`src/hdl/csb_pkg.sv`:
```
// ----------------------------------------------------------------------------
// csb_pkg
// Shared types, sizes and codes of the cursor sequence buffer.
// ----------------------------------------------------------------------------
package csb_pkg;

  localparam int MAX_ENTRIES = 32;
  localparam int WORD_BITS   = 64;

  // field widths of the channels
  localparam int MODE_W       = 3;
  localparam int VALUE_W      = 64;
  localparam int ITEM_COUNT_W = 6;

  // internal sizes
  localparam int AW = (MAX_ENTRIES > 1) ? $clog2(MAX_ENTRIES) : 1;
  localparam int CW = $clog2(MAX_ENTRIES + 1);

  localparam logic [MODE_W-1:0] MODE_START   = MODE_W'(0);
  localparam logic [MODE_W-1:0] MODE_ADVANCE = MODE_W'(1);
  localparam logic [MODE_W-1:0] MODE_INSERT  = MODE_W'(2);
  localparam logic [MODE_W-1:0] MODE_ATTACH  = MODE_W'(3);
  localparam logic [MODE_W-1:0] MODE_REMOVE  = MODE_W'(4);

  typedef struct packed {
    logic [MODE_W-1:0]  mode;
    logic [VALUE_W-1:0] entry_value;
  } cmd_t;

  typedef struct packed {
    logic                    has_current;
    logic [VALUE_W-1:0]      current_value;
    logic [ITEM_COUNT_W-1:0] item_count;
    logic                    refused;
  } res_t;

  typedef enum logic [2:0] {
    ST_IDLE,
    ST_PLAN,
    ST_SH_FIRST,
    ST_SH_MORE,
    ST_DRAIN,
    ST_PUT,
    ST_FETCH,
    ST_RESP
  } ctrl_state_t;

  // controller to datapath
  typedef struct packed {
    logic load;
    logic shift_first;
    logic shift_more;
    logic drain;
    logic put;
    logic fetch;
    logic respond;
  } ctl_t;

  // datapath to controller
  typedef struct packed {
    logic move_any;
    logic write_word;
    logic last;
    logic out_free;
  } stat_t;

endpackage

```
`src/hdl/csb_channels.sv`:
```
// ----------------------------------------------------------------------------
// csb channels
// Valid/ready channels for commands and results.
// ----------------------------------------------------------------------------
interface csb_cmd_if;
  import csb_pkg::*;
  logic valid;
  logic ready;
  cmd_t data;
  modport source (output valid, output data, input ready);
  modport sink (input valid, input data, output ready);
endinterface

interface csb_res_if;
  import csb_pkg::*;
  logic valid;
  logic ready;
  res_t data;
  modport source (output valid, output data, input ready);
  modport sink (input valid, input data, output ready);
endinterface

```
`src/hdl/csb_ram.sv`:
```
// ----------------------------------------------------------------------------
// csb_ram
// Simple dual-port RAM, one write and one registered read port.
// ----------------------------------------------------------------------------
module csb_ram #(
  parameter int WIDTH = 8,
  parameter int DEPTH = 16
) (
  input  logic                                   clk,
  input  logic                                   we,
  input  logic [(DEPTH > 1 ? $clog2(DEPTH) : 1)-1:0] waddr,
  input  logic [WIDTH-1:0]                       wdata,
  input  logic                                   re,
  input  logic [(DEPTH > 1 ? $clog2(DEPTH) : 1)-1:0] raddr,
  output logic [WIDTH-1:0]                       rdata
);

  logic [WIDTH-1:0] mem [DEPTH];

  always_ff @(posedge clk) begin
    if (we) begin
      mem[waddr] <= wdata;
    end
    if (re) begin
      rdata <= mem[raddr];
    end
  end

endmodule

```
`src/hdl/csb_datapath.sv`:
```
// ----------------------------------------------------------------------------
// csb_datapath
// Entry store, count, cursor, move indexes and the result register.
// ----------------------------------------------------------------------------
module csb_datapath (
  input  logic           clk,
  input  logic           rst,
  input  csb_pkg::cmd_t  cmd_data,
  input  csb_pkg::ctl_t  ctl,
  output csb_pkg::stat_t stat,
  csb_res_if.source      res
);
  import csb_pkg::*;

  logic [CW-1:0]        count;
  logic [CW-1:0]        cursor;
  logic [WORD_BITS-1:0] word;
  logic                 refused;
  logic                 move_any;
  logic                 move_up;
  logic                 write_word;
  logic [AW-1:0]        pos;
  logic [AW-1:0]        src;
  logic [AW-1:0]        stop;
  logic [AW-1:0]        wdst;
  logic                 out_valid;
  res_t                 out_data;

  logic                 ram_we;
  logic [AW-1:0]        ram_waddr;
  logic [WORD_BITS-1:0] ram_wdata;
  logic                 ram_re;
  logic [AW-1:0]        ram_raddr;
  logic [WORD_BITS-1:0] ram_rdata;
  logic [CW-1:0]        ins_pos;
  logic                 has_cur;

  // slot where a new word lands, for insert and attach
  always_comb begin
    if (cmd_data.mode == MODE_INSERT) begin
      ins_pos = (cursor == '0) ? '0 : cursor - CW'(1);
    end else begin
      ins_pos = (cursor == '0) ? count : cursor;
    end
  end

  assign has_cur = (cursor != '0);

  // count and cursor
  always_ff @(posedge clk) begin
    if (rst) begin
      count  <= '0;
      cursor <= '0;
    end else if (ctl.load) begin
      case (cmd_data.mode)
        MODE_START: begin
          if (count != '0) cursor <= CW'(1);
        end
        MODE_ADVANCE: begin
          if (has_cur) cursor <= (cursor < count) ? cursor + CW'(1) : '0;
        end
        MODE_INSERT, MODE_ATTACH: begin
          if (count != CW'(MAX_ENTRIES)) begin
            count  <= count + CW'(1);
            cursor <= ins_pos + CW'(1);
          end
        end
        MODE_REMOVE: begin
          if (has_cur) begin
            count <= count - CW'(1);
            if (cursor == count) cursor <= '0;
          end
        end
        default: begin
        end
      endcase
    end
  end

  // per-command plan and move indexes
  always_ff @(posedge clk) begin
    if (ctl.load) begin
      refused    <= 1'b0;
      move_any   <= 1'b0;
      write_word <= 1'b0;
      word       <= cmd_data.entry_value[WORD_BITS-1:0];
      case (cmd_data.mode)
        MODE_INSERT, MODE_ATTACH: begin
          if (count == CW'(MAX_ENTRIES)) begin
            refused <= 1'b1;
          end else begin
            write_word <= 1'b1;
            pos        <= AW'(ins_pos);
            move_up    <= 1'b1;
            move_any   <= (count > ins_pos);
            src        <= AW'(count - CW'(1));
            stop       <= AW'(ins_pos);
          end
        end
        MODE_REMOVE: begin
          if (has_cur) begin
            move_up  <= 1'b0;
            move_any <= (cursor < count);
            src      <= AW'(cursor);
            stop     <= AW'(count - CW'(1));
          end
        end
        default: begin
        end
      endcase
    end else if (ctl.shift_first || ctl.shift_more) begin
      wdst <= move_up ? src + AW'(1) : src - AW'(1);
      src  <= move_up ? src - AW'(1) : src + AW'(1);
    end
  end

  assign stat.move_any   = move_any;
  assign stat.write_word = write_word;
  assign stat.last       = (src == stop);
  assign stat.out_free   = !out_valid || res.ready;

  // write port: moved word, or the new word
  always_comb begin
    ram_we    = ctl.shift_more || ctl.drain || ctl.put;
    ram_waddr = ctl.put ? pos : wdst;
    ram_wdata = ctl.put ? word : ram_rdata;
    ram_re    = ctl.shift_first || ctl.shift_more || ctl.fetch;
    ram_raddr = ctl.fetch ? AW'(cursor - CW'(1)) : src;
  end

  csb_ram #(
    .WIDTH (WORD_BITS),
    .DEPTH (MAX_ENTRIES)
  ) u_store (
    .clk   (clk),
    .we    (ram_we),
    .waddr (ram_waddr),
    .wdata (ram_wdata),
    .re    (ram_re),
    .raddr (ram_raddr),
    .rdata (ram_rdata)
  );

  // result register
  always_ff @(posedge clk) begin
    if (rst) begin
      out_valid <= 1'b0;
    end else if (ctl.respond) begin
      out_valid <= 1'b1;
    end else if (res.ready) begin
      out_valid <= 1'b0;
    end
  end

  always_ff @(posedge clk) begin
    if (ctl.respond) begin
      out_data.has_current   <= has_cur;
      out_data.current_value <= has_cur ? VALUE_W'(ram_rdata) : '0;
      out_data.item_count    <= ITEM_COUNT_W'(count);
      out_data.refused       <= refused;
    end
  end

  assign res.valid = out_valid;
  assign res.data  = out_data;

endmodule

```
`src/hdl/csb_ctrl.sv`:
```
// ----------------------------------------------------------------------------
// csb_ctrl
// Sequencer: accept, plan, move entries, write the new word, read back, report.
// ----------------------------------------------------------------------------
module csb_ctrl (
  input  logic           clk,
  input  logic           rst,
  input  logic           cmd_valid,
  output logic           cmd_ready,
  input  csb_pkg::stat_t stat,
  output csb_pkg::ctl_t  ctl
);
  import csb_pkg::*;

  ctrl_state_t state;
  ctrl_state_t state_next;

  always_ff @(posedge clk) begin
    if (rst) begin
      state <= ST_IDLE;
    end else begin
      state <= state_next;
    end
  end

  always_comb begin
    state_next = state;
    ctl        = '0;
    cmd_ready  = 1'b0;
    case (state)
      ST_IDLE: begin
        // no transfer while reset is held
        cmd_ready = !rst;
        if (cmd_valid && !rst) begin
          ctl.load   = 1'b1;
          state_next = ST_PLAN;
        end
      end
      ST_PLAN: begin
        if (stat.move_any) state_next = ST_SH_FIRST;
        else if (stat.write_word) state_next = ST_PUT;
        else state_next = ST_FETCH;
      end
      ST_SH_FIRST: begin
        ctl.shift_first = 1'b1;
        state_next      = stat.last ? ST_DRAIN : ST_SH_MORE;
      end
      ST_SH_MORE: begin
        ctl.shift_more = 1'b1;
        if (stat.last) state_next = ST_DRAIN;
      end
      ST_DRAIN: begin
        ctl.drain  = 1'b1;
        state_next = stat.write_word ? ST_PUT : ST_FETCH;
      end
      ST_PUT: begin
        ctl.put    = 1'b1;
        state_next = ST_FETCH;
      end
      ST_FETCH: begin
        ctl.fetch  = 1'b1;
        state_next = ST_RESP;
      end
      ST_RESP: begin
        if (stat.out_free) begin
          ctl.respond = 1'b1;
          state_next  = ST_IDLE;
        end
      end
      default: begin
        state_next = ST_IDLE;
      end
    endcase
  end

endmodule

```
`src/hdl/cursor_sequence_buffer.sv`:
```
// ----------------------------------------------------------------------------
// cursor_sequence_buffer
// Ordered buffer of words with a cursor: start, advance, insert, attach, remove.
//
//   port  dir  payload                                           items
//   cmd   in   mode, entry_value                                 one command
//   res   out  has_current, current_value, item_count, refused   one per command
//
// a command is planned, then moves any stored words (first shift, further
// shifts, drain), writes the new word if any, reads back and reports;
// one read and one write per cycle on the store carry the word moves
// one command at a time; the next is taken once the result is loaded
// the result register lets a command be taken while the result waits
// reset clears count, cursor and the result valid; the store needs no clearing
// ----------------------------------------------------------------------------
module cursor_sequence_buffer (
  input logic       clk,
  input logic       rst,
  csb_cmd_if.sink   cmd,
  csb_res_if.source res
);
  import csb_pkg::*;

  ctl_t  ctl;
  stat_t stat;

  csb_ctrl u_ctrl (
    .clk       (clk),
    .rst       (rst),
    .cmd_valid (cmd.valid),
    .cmd_ready (cmd.ready),
    .stat      (stat),
    .ctl       (ctl)
  );

  csb_datapath u_dp (
    .clk      (clk),
    .rst      (rst),
    .cmd_data (cmd.data),
    .ctl      (ctl),
    .stat     (stat),
    .res      (res)
  );

endmodule

```
`src/flat_wrapper.sv`:
```
// flat-port wrapper written by rule: the top's interface ports become plain ports
module cursor_sequence_buffer_flat import csb_pkg::*;
  (clk, rst, cmd_valid, cmd_data, cmd_ready, res_valid, res_data, res_ready);
  csb_cmd_if cmd_i ();
  csb_res_if res_i ();
  input logic clk;
  input logic rst;
  input wire logic [$bits(cmd_i.valid)-1:0] cmd_valid;
  input wire logic [$bits(cmd_i.data)-1:0] cmd_data;
  output wire logic [$bits(cmd_i.ready)-1:0] cmd_ready;
  output wire logic [$bits(res_i.valid)-1:0] res_valid;
  output wire logic [$bits(res_i.data)-1:0] res_data;
  input wire logic [$bits(res_i.ready)-1:0] res_ready;
  assign cmd_i.valid = cmd_valid;
  assign cmd_i.data = cmd_data;
  assign cmd_ready = cmd_i.ready;
  assign res_valid = res_i.valid;
  assign res_data = res_i.data;
  assign res_i.ready = res_ready;
  cursor_sequence_buffer u_core (.clk(clk), .rst(rst), .cmd(cmd_i), .res(res_i));
endmodule
```
`config.mk`:
```
export PLATFORM = sky130hd
export DESIGN_NAME = cursor_sequence_buffer_flat
export DESIGN_NICKNAME = d
export VERILOG_FILES = /design/src/hdl/csb_pkg.sv /design/src/hdl/csb_channels.sv /design/src/hdl/csb_ram.sv /design/src/hdl/csb_datapath.sv /design/src/hdl/csb_ctrl.sv /design/src/hdl/cursor_sequence_buffer.sv /design/src/flat_wrapper.sv
export SDC_FILE = /design/constraint.sdc
export NUM_CORES = 2
export LEC_CHECK = 0
export BUFFER_PORTS_ARGS = -buffer_cell sky130_fd_sc_hd__buf_4
export CAP_MARGIN = 20
export CORE_ASPECT_RATIO = 0.7
export CORE_UTILIZATION = 45
export CTS_CLUSTER_DIAMETER = 200
export DETAILED_ROUTE_END_ITERATION = 6
export PLACE_DENSITY_LB_ADDON = 0.2
export SYNTH_ARGS = -nofsm -noshare
export SYNTH_HDL_FRONTEND = slang
export SYNTH_SLANG_ARGS = --single-unit
```
`constraint.sdc`:
```
create_clock -name clk -period 6.65 [get_ports clk]
set_clock_uncertainty 0.2 [all_clocks]
set_input_delay 0.665 -clock clk [delete_from_list [all_inputs] [get_ports clk]]
set_output_delay 0.665 -clock clk [all_outputs]
set_load 0.05 [all_outputs]
```
==> run_results.csv <==
group,metric,value,unit
run_status,status,"finished, final reports clean",
timing,max-slew-margin-rel,18.18,%
die,dieArea,203600,um^2
setup_path,rrSetupSlack,1.67,ns
drt,via_count,57350,
power,power_density,356.6,nW/um^2
setup_path,cpMaxStageDelayCell,"buf_4",
synth,yosys.area.top_type,"edfxtp_1",
global_routing,grt_antenna_before_repair,4,
clocking,h-tree-depth,4,
timing,holdWs,0.08609,ns
global_routing,grt_pass1_wl,383.4,mm
power,switching_share,29.08,%
timing,slew_violations,0,
timing,clock.fmax,200.8,MHz
setup_path,cp-end-kind,"register",
timing,worst_slew_pin_slew,1.227,ns
die,initial_core_util,45.42,%
die,die_x,538.8,um
drt,drc,0,
setup_path,worst_setup_path_start_kind,"register",
timing,rsz0062_at_grt,"false",
power,leakage,0.03490,uW
power,p_sw,10670,uW
global_routing,overflow,0,
timing,hold_viol_final,0,
drt,drt-total-wl,264.8,mm
clocking,postCtsSetupRepairBufs,0,
synth,synthDistinctLibCells,71,
setup_path,worstSetupPathType,"reg2reg",
global_routing,grt_pass1_vias,54160,
clocking,cts.path.max_buffers,4,
synth,syn_area_per_cell,13.66,um^2
cells_and_area,drive_gt1_share,9.929,%
cells_and_area,areaGrowthSynthToFinish,13.37,%
power,power_frac_comb,18.9,%
timing,min_period,4.981,ns
cells_and_area,antenna_cells,0,
global_routing,grt.total_usage,25.60,%
synth,synth_cells,6646,
synth,synth.most_common_cell,"edfxtp_1",
cells_and_area,num-fill-cells,16610,
setup_path,cp_max_fo,30,
synth,ys_warn_count,0,
clocking,numCtsBuffers,219,
synth,ys_ff_latch,2288,
power,vdd_drop_max,0.0002647,V
synth,syn_nets,6736,
drt,dr.pass1.iters,6,
synth,synth_top_area_share,75.16,%
synth,synth_area_leaders,"edfxtp_1 (75%), nand2_1 (8.3%), a311oi_1 (4.3%), and3_1 (2.6%), nand3_1 (1.6%)",
drt,post_drt_wl_per_cell,27.65,um
cells_and_area,nets,6859,
power,internal_power,26030,uW
setup_path,path_cells,"inv_1 -> ha_1 -> nor3b_1 -> xnor2_1 -> o21ai_1 -> nand2_4 -> buf_4 -> buf_4 -> nor3_1 -> nor4_1",
synth,synth_top_flop_cell,"edfxtp_1",
die,rows,137,
flow_run,max_cap_violations,0,
setup_path,r2r_cells,10,
synth,syn_area,90780,um^2
die,io_pins,145,
timing,min_period_over_period,74.90,%
clocking,cts_root_buf,"clkbuf_16",
clocking,clkTransAtPathRegs,0.06,ns
synth,synth_edf_count,2272,
cells_and_area,fin_util,51.49,%
setup_path,crit_path_max_incr_delay,0.74,ns
drt,drtIter0Drc,7529,
die,fp.dieH,377.8,um
synth,synth_commonest_cells,"edfxtp_1 (2272), nand2_1 (2001), a311oi_1 (441)",
die,core_area,199900,um^2
placed_design,io_buffers,144,
placed_design,globalplace.congestion,0.8181,
min_path,hold_depth,5,
timing,finalSetupViolations,0,
setup_path,critPathArrivalTime,5.43,ns
timing,fin_setup_tns,0,ns
synth,synth_seq_area_share,75.51,%
drt,viasPerCell,5.986,
clocking,cts_tree,"yes",
global_routing,grt_max_degree,173,
setup_path,cpMostUsedCell,"buf_4",
drt,ant_nets,0,
clocking,clk_latency,0.88,ns
setup_path,required,7.09,ns
power,seq_power_share,47.9,%
clocking,clkSinkCount,2288,
placed_design,hpwl,129.2,mm
synth,synthArstFlopShare,0,%
min_path,hp-class,"in2reg",
power,power_frac_clock,33.2,%
==> area by class of cell <==
type                            count  area, um^2  area share, %
Clock buffer                      284        5788          5.624
Clock inverter                    107       996.0         0.9677
Inverter                           26       100.1        0.09726
Multi-Input combinational cell   3877       20620          20.03
Sequential cell                  2288       68550          66.60
Tap cell                         2641        3304          3.211
Timing Repair Buffer              357        3566          3.465
==> logic make-up (layout without fill, tap and decap cells) <==
| kind of cell | count (synthesis) | after routing | synth area share (%) |
|---|---|---|---|
| AO/OA/AOI/OAI | 626 | 626 | 5.639 |
| XOR/XNOR | 30 | 30 | 0.2894 |
| adder cells (fa/ha/maj) | 20 | 20 | 0.2729 |
| buffers and inverters | 481 | 774 | 2.168 |
| flip-flops | 2288 | 2288 | 75.51 |
| multiplexers | 83 | 83 | 1.031 |
| AND/OR/NAND/NOR | 3118 | 3118 | 15.09 |
==> layer usage <==
metal	GRT usage [%]	vias to the layer above	part of all wire, %
met5	0	-	0
met2	39.98	2724	46
li1	-	25060	-
met4	6.094	0	2.2
met3	3.127	384	8.1
met1	38.25	29180	44
==> registers in the layout, indices dropped and copies added, names as in the netlist, 3 cells and up <==
signal	flops
u_core.u_dp.u_store.mem	2048
u_core.u_dp.res.data	72
u_core.u_dp.u_store.rdata	64
u_core.u_dp.word	64
u_core.u_dp.count	6
u_core.u_dp.cursor	6
u_core.u_dp.pos	5
u_core.u_dp.src	5
u_core.u_dp.stop	5
u_core.u_dp.wdst	5
u_core.u_ctrl.state	3
==> critical path, delay by kind of cell (launching register included) <==
kind,cells,cell delay [ns]
flip-flops,1,0.57
buffers and inverters,3,1.64
adder cells (fa/ha/maj),1,0.29
AO/OA/AOI/OAI,1,0.56
AND/OR/NAND/NOR,4,0.78
XOR/XNOR,1,0.62
==> power groups by stage <==
stage / logic (uW) / clock network, uW / registers (uW)
2_1_floorplan: 4360 / 0 / 17700
3_3_place_gp: 6720 / 0 / 17900
3_5_place_dp: 6820 / 0 / 17900
4_1_cts: 6870 / 12400 / 17600
5_1_grt: 7480 / 12900 / 17600
6_report: 6920 / 12200 / 17600
==> placed cells by master (no fill, tap or decap), types with 6 or more instances in the layout <==
cell           instances
clkinv_1              56
nor4_1                65
and3_1               377
ha_1                  19
edfxtp_1            2272
inv_1                 24
nor3_1               142
nor2_1                93
bufinv_16             20
nand2_1             1997
o22ai_1               24
clkbuf_1              62
nand2b_1              13
mux2i_1               10
nor2_4                33
xnor2_1               21
and2_1                68
dlygate4sd3_1         69
a211oi_1              24
o211ai_1               6
buf_4                234
nand4_1                9
o21ai_0               13
a31oi_1               29
clkbuf_16            222
mux2_2                67
dfxtp_1               16
xor2_1                 9
buf_12                49
nand3_1              290
a311oi_1             441
clkinv_2              24
a21oi_1               42
==> through the flow <==
step	area [um^2]	setup slack, ns	cells	power [uW]
after global placement	95270	1.893	9113	24610
after global routing	102900	1.454	9580	37940
after CTS	102900	1.747	9579	36820
after detailed placement	95420	1.795	9119	24710
final	102900	1.669	9580	36700
after floorplan	90780	1.308	6646	22100
==> what timing repair did <==
item / CTS / global route
gates resized for setup: 0 / 0
endpoints found under the setup margin: 0 / 0
hold buffers: 69 / 0
endpoints found under the hold margin: 77 / 0
==> path summary, 6_finish.rpt <==
check / from / endpoint
worst max-delay path: u_core.u_dp.cursor[0]$_SDFFE_PP0P_ / u_core.u_dp.u_store.rdata[57]$_DFFE_PP_
worst min-delay path: cmd_data[65] / u_core.u_dp.cursor[3]$_SDFFE_PP0P_
worst max register to register: u_core.u_dp.cursor[0]$_SDFFE_PP0P_ / u_core.u_dp.u_store.rdata[57]$_DFFE_PP_
worst min register to register: u_core.u_dp.refused$_SDFFCE_PP0P_ / u_core.u_dp.res.data[0]$_DFFE_PP_
Note: power is estimated with default switching activity, not from simulation.
